<file path="config.mk">
export PLATFORM = sky130hd
export DESIGN_NAME = stag_mac
export DESIGN_NICKNAME = d
export VERILOG_FILES = /design/src/rtl/stag_pkg.sv /design/src/rtl/stag_mac.sv
export SDC_FILE = /design/constraint.sdc
export NUM_CORES = 2
export LEC_CHECK = 0
export ABC_AREA = 1
export BUFFER_PORTS_ARGS = -buffer_cell sky130_fd_sc_hd__clkbuf_2
export CAP_MARGIN = 40
export CELL_PAD_IN_SITES_DETAIL_PLACEMENT = 1
export CELL_PAD_IN_SITES_GLOBAL_PLACEMENT = 1
export CORE_MARGIN = 2
export CORE_UTILIZATION = 40
export DETAILED_ROUTE_END_ITERATION = 7
export HOLD_SLACK_MARGIN = 0.03
export PLACE_DENSITY_LB_ADDON = 0.05
export SYNTH_ARGS = -nofsm -noshare
export SYNTH_HDL_FRONTEND = slang
export SYNTH_SLANG_ARGS = --single-unit
</file>
<file path="constraint.sdc">
create_clock -name clock -period 13.4 [get_ports clock]
set_clock_uncertainty 0.1 [all_clocks]
set_input_delay 2.01 -clock clock [delete_from_list [all_inputs] [get_ports clock]]
set_output_delay 2.01 -clock clock [all_outputs]
set_load 0.1 [all_outputs]
</file>
<file path="src/rtl/stag_pkg.sv">
// Shared types, widths and helpers for the strided tensor address generator.
// No dependencies; every other file of the block imports this package.
`default_nettype none
package stag_pkg;

   localparam int NUM_DIMS   = 4;
   localparam int DIM_W      = 12;
   localparam int SIZE_W     = DIM_W + 1;
   localparam int STRIDE_W   = 24;
   localparam int ADDR_W     = 32;
   localparam int POS_W      = 32;
   localparam int RS1_W      = 2 * SIZE_W;
   localparam int RS0_W      = 3 * SIZE_W;
   localparam int TOTAL_W    = 4 * SIZE_W;
   localparam int PROD_W     = DIM_W + STRIDE_W;
   localparam int SUM_W      = PROD_W + 2;
   localparam int DIV_STAGES = (NUM_DIMS - 1) * DIM_W;
   localparam int CSR_AW     = 5;
   localparam int CSR_DW     = 32;
   localparam int REQ_DW     = 80;
   localparam int RSP_DW     = 88;

   localparam logic [1:0] STATUS_OK       = 2'd0;
   localparam logic [1:0] STATUS_RANGE    = 2'd1;
   localparam logic [1:0] STATUS_OVERFLOW = 2'd2;

   localparam logic REQ_COORD    = 1'b0;
   localparam logic REQ_POSITION = 1'b1;

   typedef enum logic [2:0] {
      REG_SIZE_0   = 3'd0,
      REG_SIZE_1   = 3'd1,
      REG_SIZE_2   = 3'd2,
      REG_SIZE_3   = 3'd3,
      REG_STRIDE_0 = 3'd4,
      REG_STRIDE_1 = 3'd5,
      REG_STRIDE_2 = 3'd6,
      REG_STRIDE_3 = 3'd7
   } reg_index_type;

   typedef struct packed {
      logic [NUM_DIMS-1:0][SIZE_W-1:0]   eff_size;
      logic [NUM_DIMS-1:0][STRIDE_W-1:0] stride;
      logic [SIZE_W-1:0]                 rs2;
      logic [RS1_W-1:0]                  rs1;
      logic [RS0_W-1:0]                  rs0;
      logic [TOTAL_W-1:0]                total;
   } cfg_type;

   typedef struct packed {
      logic                           vld;
      logic                           kind;
      logic                           err;
      logic [NUM_DIMS-1:0][DIM_W-1:0] coord;
      logic [POS_W-1:0]               rem;
   } item_type;

   typedef struct packed {
      logic                           vld;
      logic [ADDR_W-1:0]              address;
      logic [NUM_DIMS-1:0][DIM_W-1:0] coord;
      logic [1:0]                     status;
   } result_type;

   // Size as used: zero acts as one, anything past 2^DIM_W saturates.
   function automatic logic [SIZE_W-1:0] eff_size_f(input logic [SIZE_W-1:0] s);
      logic [SIZE_W-1:0] top;
      top = {1'b1, {DIM_W{1'b0}}};
      if (s == '0) begin
         return SIZE_W'(1);
      end else if (s > top) begin
         return top;
      end
      return s;
   endfunction

endpackage
`default_nettype wire

</file>
<file path="src/rtl/stag_mac.sv">
// Multiply-accumulate pipeline: coordinate times stride, sum tree and overflow check.
// Depends on stag_pkg.
`default_nettype none
module stag_mac (
   input  wire logic               clock,
   input  wire logic               reset,
   input  wire logic               en,
   input  stag_pkg::cfg_type       cfg,
   input  stag_pkg::item_type      item_in,
   output stag_pkg::result_type    res_out
);
   import stag_pkg::*;

   logic [NUM_DIMS-1:0][DIM_W-1:0] coord_in;
   logic                           v1_ff, v2_ff, v3_ff;
   logic                           err1_ff, err2_ff;
   logic [NUM_DIMS-1:0][DIM_W-1:0] c1_ff, c2_ff, c3_ff;
   logic [NUM_DIMS-1:0][PROD_W-1:0] prod_ff;
   logic [PROD_W:0]                pair0_ff, pair1_ff;
   logic [ADDR_W-1:0]              addr3_ff;
   logic [1:0]                     status3_ff;
   logic [SUM_W-1:0]               sum;

   // The last remainder is the innermost coordinate; a bad position reports zeros.
   always_comb begin
      coord_in = item_in.coord;
      if (item_in.kind == REQ_POSITION) begin
         coord_in[3] = item_in.rem[DIM_W-1:0];
         if (item_in.err) begin
            coord_in = '0;
         end
      end
   end

   assign sum = SUM_W'(pair0_ff) + SUM_W'(pair1_ff);

   always_ff @(posedge clock) begin
      if (reset) begin
         v1_ff <= 1'b0;
         v2_ff <= 1'b0;
         v3_ff <= 1'b0;
      end else if (en) begin
         v1_ff <= item_in.vld;
         v2_ff <= v1_ff;
         v3_ff <= v2_ff;
      end
   end

   always_ff @(posedge clock) begin
      if (en) begin
         for (int d = 0; d < NUM_DIMS; d++) begin
            prod_ff[d] <= PROD_W'(coord_in[d]) * PROD_W'(cfg.stride[d]);
         end
         c1_ff    <= coord_in;
         err1_ff  <= item_in.err;
         pair0_ff <= (PROD_W+1)'(prod_ff[0]) + (PROD_W+1)'(prod_ff[1]);
         pair1_ff <= (PROD_W+1)'(prod_ff[2]) + (PROD_W+1)'(prod_ff[3]);
         c2_ff    <= c1_ff;
         err2_ff  <= err1_ff;
         c3_ff    <= c2_ff;
         if (err2_ff) begin
            status3_ff <= STATUS_RANGE;
            addr3_ff   <= '0;
         end else if (sum[SUM_W-1:ADDR_W] != '0) begin
            status3_ff <= STATUS_OVERFLOW;
            addr3_ff   <= '0;
         end else begin
            status3_ff <= STATUS_OK;
            addr3_ff   <= sum[ADDR_W-1:0];
         end
      end
   end

   assign res_out.vld     = v3_ff;
   assign res_out.address = addr3_ff;
   assign res_out.coord   = c3_ff;
   assign res_out.status  = status3_ff;

endmodule
`default_nettype wire

</file>
# Word level (Yosys, flattened, before mapping)
# Cells that the tools add are included.
[word_totals] register_bits=401 input_bits=364 wordCells=37
[op_classes] n_addsub=3 n_mul=4 n_mux=3 reduce_logical=2
[op_table] operator="12-bit by 24-bit multiplier with 36-bit output" count=4
[op_table] operator="48-bit 2-to-1 mux" count=2
[op_table] operator="36-bit by 36-bit adder with 37-bit output" count=2
[op_table] operator="37-bit by 37-bit adder with 38-bit output" count=1
[op_table] operator="6-bit nonzero test" count=1
[op_table] operator="2-bit 2-to-1 mux" count=1
[op_table] operator="2-bit OR reduction" count=1

# Depth between registers and ports, before layout
[logic_depth] ltp_word=3 mapped_depth=30 depth_no_buf=27

# Worst setup path before layout
# OpenSTA, ideal clock, no wires.
[synth_path] path_kind="input to register" from="input port item_in[81] (netlist name)" to="register prod_ff[71] (netlist name), data pin" arrival_time_ns=7.237 t_required_ns=13.047 setup_slack_ns=5.810 cell_stages=25 path_buffers=3 path_cell_list="buf_2 nand2_1 buf_2 nand2_1 inv_1 clkbuf_1 nand2_1 fa_1 inv_1 fa_1 fa_1 fa_1 inv_1 fa_1 inv_1 ha_1 nand2_1 nor2_1 inv_1 o21ai_0 a31oi_1 o21ai_0 nand3_1 nand3b_1 nand2_1"
[synth_rtl] element="start: declaration" line="stag_mac.sv:9" source="input stag_pkg::item_type item_in,"
[synth_rtl] element="end signal: indexed assignment" line="stag_mac.sv:52" source="prod_ff[d] <= PROD_W'(coord_in[d]) * PROD_W'(cfg.stride[d]);"
[synth_rtl] element="end: declaration" line="stag_mac.sv:18" source="logic [NUM_DIMS-1:0][PROD_W-1:0] prod_ff;"

# Final worst setup path
[layout_path] from="input port item_in[81] (netlist name)" to="register prod_ff[71] (netlist name), data pin"
[layout_between] elab_chain_len=2
[layout_lines] element="48-bit 2-to-1 mux" line="stag_mac.sv:27" source="if (item_in.kind == REQ_POSITION) begin"
[layout_lines] element="12-bit by 24-bit multiplier with 36-bit output" line="stag_mac.sv:52"
# Every way passes these cells.
# A chain may end at the register's enable or synchronous reset.

==> flow_metrics.env <==
export IMPL_first_pass_iters=6
export IMPL_grt_use_total_pct=24.8
export IMPL_r2r_start="prod_ff[72]"
export IMPL_clk_path_buf_depth=3
export IMPL_reg2reg_depth=12
export IMPL_start_util_pct=40.4
export IMPL_yosys_top_cells_area="fa_1 (32%), edfxtp_1 (22%), nand2_1 (10%)"
export IMPL_path_class="in -> reg"
export IMPL_hpwl_um=145000
export IMPL_stdcell_area_um2=60700
export IMPL_syn_inst=6459
export IMPL_seq_area_frac_synth_pct=21.6
export IMPL_syn_area_um2=55600
export IMPL_synthTopCellsByCount="nand2_1 (1476), inv_1 (1468), fa_1 (883)"
export IMPL_ant_nets=0
export IMPL_slowest_stage="inv_1"
export IMPL_hold_viol=0
export IMPL_cts_resized=0
export IMPL_gp_congestion=0.913
export IMPL_grt_max_degree=79
export IMPL_die_area_um2=142000
export IMPL_insertion_delay_ps=660
export IMPL_ys_ff_latch=401
export IMPL_final_min_clock_period_ps=8710
export IMPL_startpoint_type="input pin"
export IMPL_required_ps=13700
export IMPL_die_height_um=377
export IMPL_syn_area_per_cell_um2=8.60
export IMPL_die_w_um=377
export IMPL_tightestPinTransition_ps=918
export IMPL_status="finished, final reports clean"
export IMPL_rsz0062_at_grt="false"
export IMPL_min_path_type="reg -> reg"
export IMPL_fmax_mhz=115
export IMPL_r2r_slack_ps=10240
export IMPL_ios=447
export IMPL_grt_remaining_overflow=0
export IMPL_cts_root_buffer="clkbuf_16"
export IMPL_yosysUniqueCellTypes=52
export IMPL_holdBufCountCts=0
export IMPL_fillers=16400
export IMPL_nets=8283
export IMPL_drtIter0Drc=2296
export IMPL_setup_tns_ps=0
export IMPL_maxSlewViolCount=0
export IMPL_grt_pass1_wl_um=269000
export IMPL_worst_path_max_fanout=36
export IMPL_regArea_um2=12000
export IMPL_synth_async_reset_ratio_pct=0
export IMPL_coreArea_um2=138000
export IMPL_maxCapViolations=0
export IMPL_num_rows=136
export IMPL_period_share_pct=65.0
export IMPL_grt_pass1_vias=46500
export IMPL_relSlewSlack_pct=38.8
export IMPL_routed_via_density=5.00
export IMPL_powerDensity_nw_per_um2=276
export IMPL_drive_gt1_share_pct=7.03
export IMPL_end_kind="flop"
export IMPL_area_growth_pct=9.17
export IMPL_r2r_end="pair1_ff[24]"
export IMPL_placed_area_um2=59000
export IMPL_ir_drop_uv=136
export IMPL_wl_um=172000
export IMPL_multiInputGateArea_um2=37300
export IMPL_antenna_found_initial=8
export IMPL_wl_met2_um=80600
export IMPL_hold_start="c2_ff[40]"
export IMPL_crit_chain="clkbuf_2, nand2_2, buf_4, nand2_1, inv_1, nand2_1, fa_1, inv_1, fa_1, fa_1, fa_1, inv_1, fa_1, inv_1, ha_1, nand2_1, nor2_1, inv_1, o21ai_0, a31oi_1, o21ai_0, nand3_1, nand3b_1, nand2_1"
export IMPL_htreeDepth=2
export IMPL_p_leak_nw=30.4
export IMPL_vias=42400
export IMPL_numPortBuffers=244
export IMPL_whs_endpoint="res_out[42]"
export IMPL_clk_pin_slew_ps=60
export IMPL_cp_arrival_ps=9010
export IMPL_drc=0
export IMPL_drt_wirelength_per_cell_um=20.3
export IMPL_setup_viol=0
export IMPL_met1_length_um=81100
export IMPL_synthFlopType="edfxtp_1"
export IMPL_highest_layer="met4"
export IMPL_synth_most_common_cell="nand2_1"
export IMPL_wl_met3_um=6790
export IMPL_slowest_delay_ps=750
export IMPL_cts_made_buffers=48
export IMPL_hold_path_cell_count=0
export IMPL_cts_tree="yes"
export IMPL_synth_edf_count=398
export IMPL_yosysTopAreaCellShare_pct=31.8
export IMPL_synth_top_cell_by_area="fa_1"
export IMPL_yosys_warnings=0
export IMPL_cts_sinks=401
export IMPL_syn_nets=8111
export IMPL_cts_setup_buffers=0
==> cell type report <==
class	count	share of cell area, %
Tap cell	1794	3.70
Timing Repair Buffer	289	3.06
Clock inverter	37	0.710
Clock buffer	52	2.01
Sequential cell	401	19.8
Multi-Input combinational cell	4389	61.4
Antenna cell	3	0.0124
Inverter	1502	9.30
==> flip-flops by register name, indices dropped and copies added (netlist names) <==
signal / flops
addr3_ff: 32
c1_ff: 48
c2_ff: 48
err1_ff: 1
err2_ff: 1
pair0_ff: 37
pair1_ff: 37
prod_ff: 144
res_out: 48
status3_ff: 2
v1_ff: 1
v2_ff: 1
v3_ff: 1
==> through the flow <==
stage | util (%) | setup slack [ps] | power (mW) | hold WS [ps] | instances
6_report | 44.1 | 4690 | 16.8 | 317 | 8467
5_1_grt | 44.1 | 4170 | 18.5 | 323 | 8464
4_1_cts | 44.1 | 4610 | 16.9 | 316 | 8464
3_5_place_dp | 42.9 | 3910 | 15.5 | 305 | 8375
3_3_place_gp | 42.6 | 4000 | 15.4 | 301 | 8357
2_1_floorplan | - | 5810 | 11.2 | 300 | 6459
==> critical path, delay by kind of cell <==
kind | cells | cell delay [ps]
compound gates | 3 | 700
fa+ha+maj | 6 | 2950
buf+inv | 7 | 1700
simple gates | 8 | 1560
==> placed cells by master (no fill, tap or decap), drive strengths merged, types with 49 or more instances in the layout <==
| master | n |
|---|---|
| ha | 405 |
| a21oi | 260 |
| inv | 1485 |
| xor2 | 134 |
| nand2 | 1496 |
| edfxtp | 398 |
| xnor2 | 68 |
| nor2 | 639 |
| nand3 | 118 |
| clkinv | 49 |
| o21ai | 148 |
| fa | 883 |
| clkbuf | 295 |
==> layer usage <==
metal	vias up	track usage [%]
met1	21600	35.0
met4	0	4.79
met3	134	2.71
li1	19900	-
met5	-	0
met2	703	41.2
==> power breakdown <==
part | leakage (nW) | switching, mW | total (mW) | internal (mW)
Clock | 0.800 | 0.595 | 1.35 | 0.756
Combinational | 25.7 | 8.65 | 12.9 | 4.20
Sequential | 3.92 | 0.255 | 2.56 | 2.30
Total | 30.4 | 9.50 | 16.8 | 7.26
==> cells by family (layout without fill, tap and decap cells) <==
kind of cell	Yosys count	count (layout)	share of synthesized area, %
flip-flops	401	401	21.6
buffers and inverters	1669	1880	11.4
adder cells (fa/ha/maj)	1288	1288	40.9
XOR/XNOR	202	202	3.18
AND/OR/NAND/NOR	2339	2339	17.1
other	0	3	0
AO/OA/AOI/OAI	560	560	5.76
==> worst max path at each step <==
stage / cells after the start / slack [ps] / from / endpoint
after global routing: 24 / 4170 / item_in[81] / prod_ff[71]
after global placement: 24 / 4000 / item_in[81] / prod_ff[71]
after detailed placement: 24 / 3910 / item_in[81] / prod_ff[71]
after CTS: 24 / 4610 / item_in[81] / prod_ff[71]
final: 24 / 4690 / item_in[81] / prod_ff[71]
after floorplan: 25 / 5810 / item_in[81] / prod_ff[71]
Power figures use the tool's default switching activity.
