## config.mk

```make
export PLATFORM = sky130hd
export DESIGN_NAME = stag_csr
export DESIGN_NICKNAME = d
export VERILOG_FILES = /design/src/rtl/stag_pkg.sv /design/src/rtl/stag_csr.sv
export SDC_FILE = /design/constraint.sdc
export NUM_CORES = 2
export LEC_CHECK = 0
export BUFFER_PORTS_ARGS = -buffer_cell sky130_fd_sc_hd__buf_2
export CAP_MARGIN = 0
export CORE_MARGIN = 5
export CORE_UTILIZATION = 40
export CTS_CLUSTER_DIAMETER = 120
export CTS_CLUSTER_SIZE = 40
export DETAILED_ROUTE_END_ITERATION = 6
export HOLD_SLACK_MARGIN = 0.08
export SLEW_MARGIN = 10
export SYNTH_ARGS = -nofsm -noshare
export SYNTH_HDL_FRONTEND = slang
export SYNTH_SLANG_ARGS = --single-unit
```

## constraint.sdc

```tcl
create_clock -name clock -period 7.7 [get_ports clock]
set_clock_uncertainty 0.1 [all_clocks]
set_input_delay 0.77 -clock clock [delete_from_list [all_inputs] [get_ports clock]]
set_output_delay 0.77 -clock clock [all_outputs]
set_load 0.02 [all_outputs]
```

## src/rtl/stag_pkg.sv

```systemverilog
// Shared types, widths and helpers for the strided tensor address generator.
// No dependencies; every other file of the block imports this package.
`default_nettype none
package stag_pkg;

   localparam int NUM_DIMS   = 4;
   localparam int DIM_W      = 12;
   localparam int SIZE_W     = DIM_W + 1;
   localparam int STRIDE_W   = 24;
   localparam int ADDR_W     = 32;
   localparam int POS_W      = 32;
   localparam int RS1_W      = 2 * SIZE_W;
   localparam int RS0_W      = 3 * SIZE_W;
   localparam int TOTAL_W    = 4 * SIZE_W;
   localparam int PROD_W     = DIM_W + STRIDE_W;
   localparam int SUM_W      = PROD_W + 2;
   localparam int DIV_STAGES = (NUM_DIMS - 1) * DIM_W;
   localparam int CSR_AW     = 5;
   localparam int CSR_DW     = 32;
   localparam int REQ_DW     = 80;
   localparam int RSP_DW     = 88;

   localparam logic [1:0] STATUS_OK       = 2'd0;
   localparam logic [1:0] STATUS_RANGE    = 2'd1;
   localparam logic [1:0] STATUS_OVERFLOW = 2'd2;

   localparam logic REQ_COORD    = 1'b0;
   localparam logic REQ_POSITION = 1'b1;

   typedef enum logic [2:0] {
      REG_SIZE_0   = 3'd0,
      REG_SIZE_1   = 3'd1,
      REG_SIZE_2   = 3'd2,
      REG_SIZE_3   = 3'd3,
      REG_STRIDE_0 = 3'd4,
      REG_STRIDE_1 = 3'd5,
      REG_STRIDE_2 = 3'd6,
      REG_STRIDE_3 = 3'd7
   } reg_index_type;

   typedef struct packed {
      logic [NUM_DIMS-1:0][SIZE_W-1:0]   eff_size;
      logic [NUM_DIMS-1:0][STRIDE_W-1:0] stride;
      logic [SIZE_W-1:0]                 rs2;
      logic [RS1_W-1:0]                  rs1;
      logic [RS0_W-1:0]                  rs0;
      logic [TOTAL_W-1:0]                total;
   } cfg_type;

   typedef struct packed {
      logic                           vld;
      logic                           kind;
      logic                           err;
      logic [NUM_DIMS-1:0][DIM_W-1:0] coord;
      logic [POS_W-1:0]               rem;
   } item_type;

   typedef struct packed {
      logic                           vld;
      logic [ADDR_W-1:0]              address;
      logic [NUM_DIMS-1:0][DIM_W-1:0] coord;
      logic [1:0]                     status;
   } result_type;

   // Size as used: zero acts as one, anything past 2^DIM_W saturates.
   function automatic logic [SIZE_W-1:0] eff_size_f(input logic [SIZE_W-1:0] s);
      logic [SIZE_W-1:0] top;
      top = {1'b1, {DIM_W{1'b0}}};
      if (s == '0) begin
         return SIZE_W'(1);
      end else if (s > top) begin
         return top;
      end
      return s;
   endfunction

endpackage
`default_nettype wire

```

## src/rtl/stag_csr.sv

```systemverilog
// Configuration registers with APB-style access and the derived row-major strides.
// Depends on stag_pkg.
`default_nettype none
module stag_csr (
   input  wire logic                      clock,
   input  wire logic                      reset,
   input  wire logic                      csr_psel,
   input  wire logic                      csr_penable,
   input  wire logic                      csr_pwrite,
   input  wire logic [stag_pkg::CSR_AW-1:0] csr_paddr,
   input  wire logic [stag_pkg::CSR_DW-1:0] csr_pwdata,
   output logic      [stag_pkg::CSR_DW-1:0] csr_prdata,
   output logic                           csr_pready,
   output stag_pkg::cfg_type              cfg,
   output logic                           busy
);
   import stag_pkg::*;

   logic [NUM_DIMS-1:0][SIZE_W-1:0]   size_ff;
   logic [NUM_DIMS-1:0][STRIDE_W-1:0] stride_ff;
   logic [NUM_DIMS-1:0][SIZE_W-1:0]   eff;
   logic [SIZE_W-1:0]                 rs2_ff;
   logic [RS1_W-1:0]                  rs1_ff;
   logic [RS0_W-1:0]                  rs0_ff;
   logic [TOTAL_W-1:0]                total_ff;
   logic [1:0]                        settle_ff;
   logic                              wr;
   reg_index_type                     idx;

   assign csr_pready = 1'b1;
   assign wr  = csr_psel && csr_penable && csr_pwrite;
   assign idx = reg_index_type'(csr_paddr[CSR_AW-1:2]);

   always_comb begin
      for (int d = 0; d < NUM_DIMS; d++) begin
         eff[d] = eff_size_f(size_ff[d]);
      end
   end

   always_ff @(posedge clock) begin
      if (reset) begin
         for (int d = 0; d < NUM_DIMS; d++) begin
            size_ff[d]   <= SIZE_W'(1);
            stride_ff[d] <= STRIDE_W'(1);
         end
         settle_ff <= 2'd3;
      end else begin
         if (wr) begin
            case (idx)
               REG_SIZE_0:   size_ff[0]   <= csr_pwdata[SIZE_W-1:0];
               REG_SIZE_1:   size_ff[1]   <= csr_pwdata[SIZE_W-1:0];
               REG_SIZE_2:   size_ff[2]   <= csr_pwdata[SIZE_W-1:0];
               REG_SIZE_3:   size_ff[3]   <= csr_pwdata[SIZE_W-1:0];
               REG_STRIDE_0: stride_ff[0] <= csr_pwdata[STRIDE_W-1:0];
               REG_STRIDE_1: stride_ff[1] <= csr_pwdata[STRIDE_W-1:0];
               REG_STRIDE_2: stride_ff[2] <= csr_pwdata[STRIDE_W-1:0];
               REG_STRIDE_3: stride_ff[3] <= csr_pwdata[STRIDE_W-1:0];
               default: ;
            endcase
            settle_ff <= 2'd3;
         end else if (settle_ff != 2'd0) begin
            settle_ff <= settle_ff - 2'd1;
         end
      end
   end

   // Products of the sizes from the innermost outward; one multiplier each for rs1, rs0 and total.
   always_ff @(posedge clock) begin
      rs2_ff   <= eff[3];
      rs1_ff   <= RS1_W'(eff[3]) * RS1_W'(eff[2]);
      rs0_ff   <= RS0_W'(rs1_ff) * RS0_W'(eff[1]);
      total_ff <= TOTAL_W'(rs0_ff) * TOTAL_W'(eff[0]);
   end

   always_comb begin
      case (idx)
         REG_SIZE_0:   csr_prdata = CSR_DW'(size_ff[0]);
         REG_SIZE_1:   csr_prdata = CSR_DW'(size_ff[1]);
         REG_SIZE_2:   csr_prdata = CSR_DW'(size_ff[2]);
         REG_SIZE_3:   csr_prdata = CSR_DW'(size_ff[3]);
         REG_STRIDE_0: csr_prdata = CSR_DW'(stride_ff[0]);
         REG_STRIDE_1: csr_prdata = CSR_DW'(stride_ff[1]);
         REG_STRIDE_2: csr_prdata = CSR_DW'(stride_ff[2]);
         REG_STRIDE_3: csr_prdata = CSR_DW'(stride_ff[3]);
         default:      csr_prdata = '0;
      endcase
   end

   assign busy         = (settle_ff != 2'd0);
   assign cfg.eff_size = eff;
   assign cfg.stride   = stride_ff;
   assign cfg.rs2      = rs2_ff;
   assign cfg.rs1      = rs1_ff;
   assign cfg.rs0      = rs0_ff;
   assign cfg.total    = total_ff;

endmodule
`default_nettype wire

```

# After elaboration in Yosys (flattened, before gate mapping)
# Index checks and enable logic that the tools add are counted.
# totals
output_inout_bits	312
word_cells	66
reg_bits	280
# op_classes
multipliers	3
add_sub_neg	1
reduce_logical	17
muxes	21
eq_ne	7
n_lt_le_gt_ge	4
# op_table
operator	n
32-bit case mux with 8 select lines	1
13-bit two-way mux	12
13-bit greater-than comparator, second input constant	4
13-bit logical NOT	4
39-bit by 13-bit multiplier with 52-bit output	1
26-bit by 13-bit multiplier with 39-bit output	1
13-bit by 13-bit multiplier with 26-bit output	1
2-bit AND reduction	8
3-bit == test, second input constant	4
1-bit two-way mux	8
3-bit by 2-bit == test with 1-bit output, second input constant	2
3-bit by 1-bit == test with 1-bit output, second input constant	1
3-bit logical NOT	1
1-bit logical AND	2
2-bit nonzero test	1
2-bit OR reduction	1
2-bit by 1-bit subtractor with 2-bit output, second input constant	1

# Depth between registers and ports, before layout
# depth
ltp_word	5
ltp_mapped	27

# Worst setup path before layout
# OpenSTA, ideal clock, no wires.
# synth_timing
path_kind	reg2reg
startpoint	register size_ff[12] in the netlist's numbering
endpoint	register total_ff[48]
synth_period_minus_slack_ns	6.122
path_buffers	2
required_time_ns	7.478
slack_ns	1.578
path_stages_with_launch	24
arrival_time_ns	5.900
cell_sequence	dfxtp_1 clkbuf_1 nor2b_1 clkbuf_1 nand2_1 fa_1 fa_1 inv_1 fa_1 fa_1 inv_1 fa_1 inv_1 ha_1 and3_1 and2_0 a221o_1 o211ai_2 a211oi_2 o21ai_2 o221ai_1 a21oi_1 o21ai_1 o311a_1
# synth_lines
item	line_no	text
start, declared	stag_csr.sv:19	logic [NUM_DIMS-1:0][SIZE_W-1:0] size_ff;
end signal, assigned	stag_csr.sv:72	total_ff <= TOTAL_W'(rs0_ff) * TOTAL_W'(eff[0]);
end, declared	stag_csr.sv:25	logic [TOTAL_W-1:0] total_ff;

# Worst setup path after layout
# layout_timing
startpoint	register size_ff[12] in the netlist's numbering
endpoint	register total_ff[51]
# layout_via
elab_chain_cells	5
# layout_lines
item	line_no	text
13-bit greater-than comparator	stag_pkg.sv:71	end else if (s > top) begin
1-bit two-way mux	stag_pkg.sv:71	
1-bit two-way mux	stag_pkg.sv:69	if (s == '0) begin
13-bit two-way mux *	stag_pkg.sv:74	return s;
39-bit by 13-bit multiplier with 52-bit output *	stag_csr.sv:72	
# Every way passes the cells marked *; elsewhere a longest branch is shown, timed or not.
# A chain may end at the register's enable or synchronous reset.

==> reports/qor.csv <==
stage;metric;value;unit
routing;wl_met1;51200;µm
routing;drtIter0Drc;1826;
setup_path;cp-start-kind;flip-flop;
global_routing;grt_pass1_wl;180000;µm
pwr;max-vdd-ir-drop;0.194;mV
setup_path;path_common_cell;fa_1;
pwr;powerDensity;66.0;mW/mm²
layout;final_util;0.440;
setup_path;worstSetupEndpointType;flip-flop;
yosys;seq_area_frac_synth;0.136;
yosys;synth_area_leaders;fa_1 (38%), dfxtp_1 (14%), inv_1 (8.0%), nand2_1 (7.8%), ha_1 (7.7%);
sta;relSlewSlack;0.185;
routing;route.met3.wl;6860;µm
sta;max_freq;141;MHz
layout;multiInputGateArea;0.0313;mm²
setup_path;rrSetupSlack;610;ps
sta;timing_hold_violations_final;0;
cts;postCtsHoldBufs;0;
yosys;async_flop_share;0;
yosys;synth_edf_count;0;
place;place_inst;6224;
setup_path;cp_top_family;adder cells;
pwr;p_leak;23.3;nW
floorplan;rows;117;
run;maxCapViolCount;0;
global_routing;antenna_found_initial;2;
layout;design_area;0.0448;mm²
setup_path;criticalPathCategory;flip-flop to flip-flop;
cts;cts_num_sinks;280;
routing;vias;31000;
place;placed_area;0.0440;mm²
cts;cts_buffers;20;
sta;holdWs;297;ps
cts;cts_buffer_depth;3;
sta;setup_viol;0;
place;place_congestion;0.884;
routing;wl_met2;50500;µm
layout;fin_cells;6261;
yosys;yosys.cell_types.count;74;
global_routing;grt_pass1_vias;32400;
routing;ant_nets;0;
setup_path;crit_chain;nor2b_2, buf_4, and2_1, fa_1, fa_1, fa_1, fa_1, fa_1, ha_1, a21o_1, a21o_1, a21oi_1, nand3_1, a211oi_2, nor2_1, a31o_2, o41ai_2, mux2i_1, nand4_1;
yosys;synth_top_area_frac;0.385;
sta;rsz0062_at_grt;false;
yosys;synth_area;0.0412;mm²
sta;min_period_over_period;0.921;
layout;fillers;10100;
cts;postCtsSetupBuffers;0;
routing;vias_per_cell;4.95;
yosys;synth_ff_type;dfxtp_1;
global_routing;grt_util_all_layers;0.205;
routing;dr.pass1.iters;5;
setup_path;slowest_delay;740;ps
routing;avgRoutedWirePerCell;17.8;µm
floorplan;die_x;331;µm
routing;totalWireLength;111000;µm
cts;root_buffer;clkbuf_16;
floorplan;die_area;0.110;mm²
sta;slew_viol_final;0;
place;dp_hpwl;88800;µm
sta;fin_setup_tns;0;ps
cts;clkTransAtPathRegs;130;ps
floorplan;io_pins;354;
place;port_buffers;334;
sta;period_needed;7090;ps
floorplan;initial_core_util;0.404;
sta;worstMarginPinSlew;1220;ps
yosys;yosysWarnings;0;
global_routing;grt_overflow;0;
floorplan;core_area;0.102;mm²
setup_path;crit_slowest_cell;nor2b_2;
cts;cts_tree;built;
layout;area_growth;8.75;%
setup_path;critPathBufInv;1;
cts;cts_resized;0;
cts;clkLatencyLatePin;620;ps
setup_path;required;8060;ps
routing;drc;0;
setup_path;cp_data_arrival_time;7440;ps
layout;drive_gt1_frac;0.0996;
setup_path;crit_fanout;20;
min_path;hold_class;primary input to flip-flop;
routing;top_layer_used;met4;
status;outcome;complete, no violations;
yosys;synth_top_cell_by_area;fa_1;
yosys;ys_seq_elements;280;
global_routing;grt_max_degree;81;
yosys;avgSynthCellArea;8.68;µm²
layout;nets;5965;
yosys;syn_inst;4750;
layout;regArea;0.00561;mm²
floorplan;die_y;331;µm
cts;htreeDepth;1;
through the flow:
step / setup slack (ps) / power [mW]
floorplan: 1580 / 1.64
global placement: 668 / 1.71
detailed placement: 622 / 1.71
CTS: 614 / 3.02
global route: 212 / 3.08
finish: 612 / 2.96
layer usage:
layer	vias to the layer above	track usage
li1	14500	-
met1	15500	0.292
met2	867	0.332
met5	-	0
met3	149	0.0295
met4	0	0.0484
cell usage after synthesis (9+ instances only):
master,count
nor4_1,11
clkbuf_1,250
mux2i_1,9
clkbuf_2,11
o21bai_1,16
nor2b_1,35
nand3_1,34
xnor2_1,65
ha_1,253
a21oi_1,250
nand2b_1,31
nand4_1,13
o21a_1,10
a31oi_1,12
xor2_1,33
a221oi_1,9
and2_1,490
and3_1,17
nor3_1,24
nand2_1,858
fa_1,792
o21ai_0,39
buf_4,9
nand3b_1,10
mux4_2,19
dfxtp_1,280
nor2_1,116
inv_1,880
clkinv_1,9
a21o_1,53
o21ai_1,11
flip-flops by register name (all words and copies together) (netlist names):
| register | cells |
|---|---|
| cfg | 96 |
| size_ff | 52 |
| total_ff | 52 |
| rs0_ff | 39 |
| rs1_ff | 26 |
| rs2_ff | 13 |
| settle_ff | 2 |
power breakdown:
group	switching [mW]	total (mW)	leakage, nW	internal, mW
logic	0.143	0.197	20.6	0.0548
clock network	0.700	1.28	0.379	0.581
registers	0.0223	1.48	2.26	1.46
total	0.865	2.96	23.3	2.10
worst paths after layout:
check                                         startpoint               endpoint  cells past startpoint
worst max-delay path            size_ff[12]$_SDFFE_PP0P_   total_ff[51]$_DFF_P_                     19
worst min-delay path                      csr_pwdata[18]  cfg[196]$_SDFFE_PP0P_                      3
worst max register to register  size_ff[12]$_SDFFE_PP0P_   total_ff[51]$_DFF_P_                     19
worst min register to register     cfg[190]$_SDFFE_PP0P_  cfg[190]$_SDFFE_PP0P_                      2
cells in the final DEF (no fill, tap or decap), drive strengths merged, types with 65 or more instances in the layout:
cell	count
inv	886
nand2	858
fa	792
and2	491
buf	379
dfxtp	280
ha	253
a21oi	250
nor2	116
xnor2	65
worst register-to-register path: stages (launching register included):
cell and delay, ps:
dfxtp_2 500, nor2b_2 750, buf_4 330, and2_1 170
fa_1 460, fa_1 570, fa_1 440, fa_1 520
fa_1 410, ha_1 390, a21o_1 190, a21o_1 160
a21oi_1 290, nand3_1 200, a211oi_2 410, nor2_1 140
a31o_2 300, o41ai_2 290, mux2i_1 230, nand4_1 90
area by class of cell:
cell class / count / area share
multi-input combinational: 3307 / 0.698
clock inverter: 15 / 0.00692
clock buffer: 21 / 0.0112
timing repair buffer: 379 / 0.0460
inverter: 890 / 0.0745
antenna: 1 / 0.0000558
tap: 1368 / 0.0382
sequential: 280 / 0.125
cell families (layout without fill, tap and decap cells):
group / Yosys count / in the layout / synth area share
AO/OA/AOI/OAI: 468 / 468 / 0.0694
XOR/XNOR: 98 / 98 / 0.0208
adder cells (fa/ha/maj): 1045 / 1045 / 0.461
buffers and inverters: 1170 / 1305 / 0.108
flip-flops: 280 / 280 / 0.136
multiplexers: 33 / 33 / 0.0139
other: 2 / 10 / 0.000182
AND/OR/NAND/NOR: 1654 / 1654 / 0.191
Power figures use the tool's default switching activity.
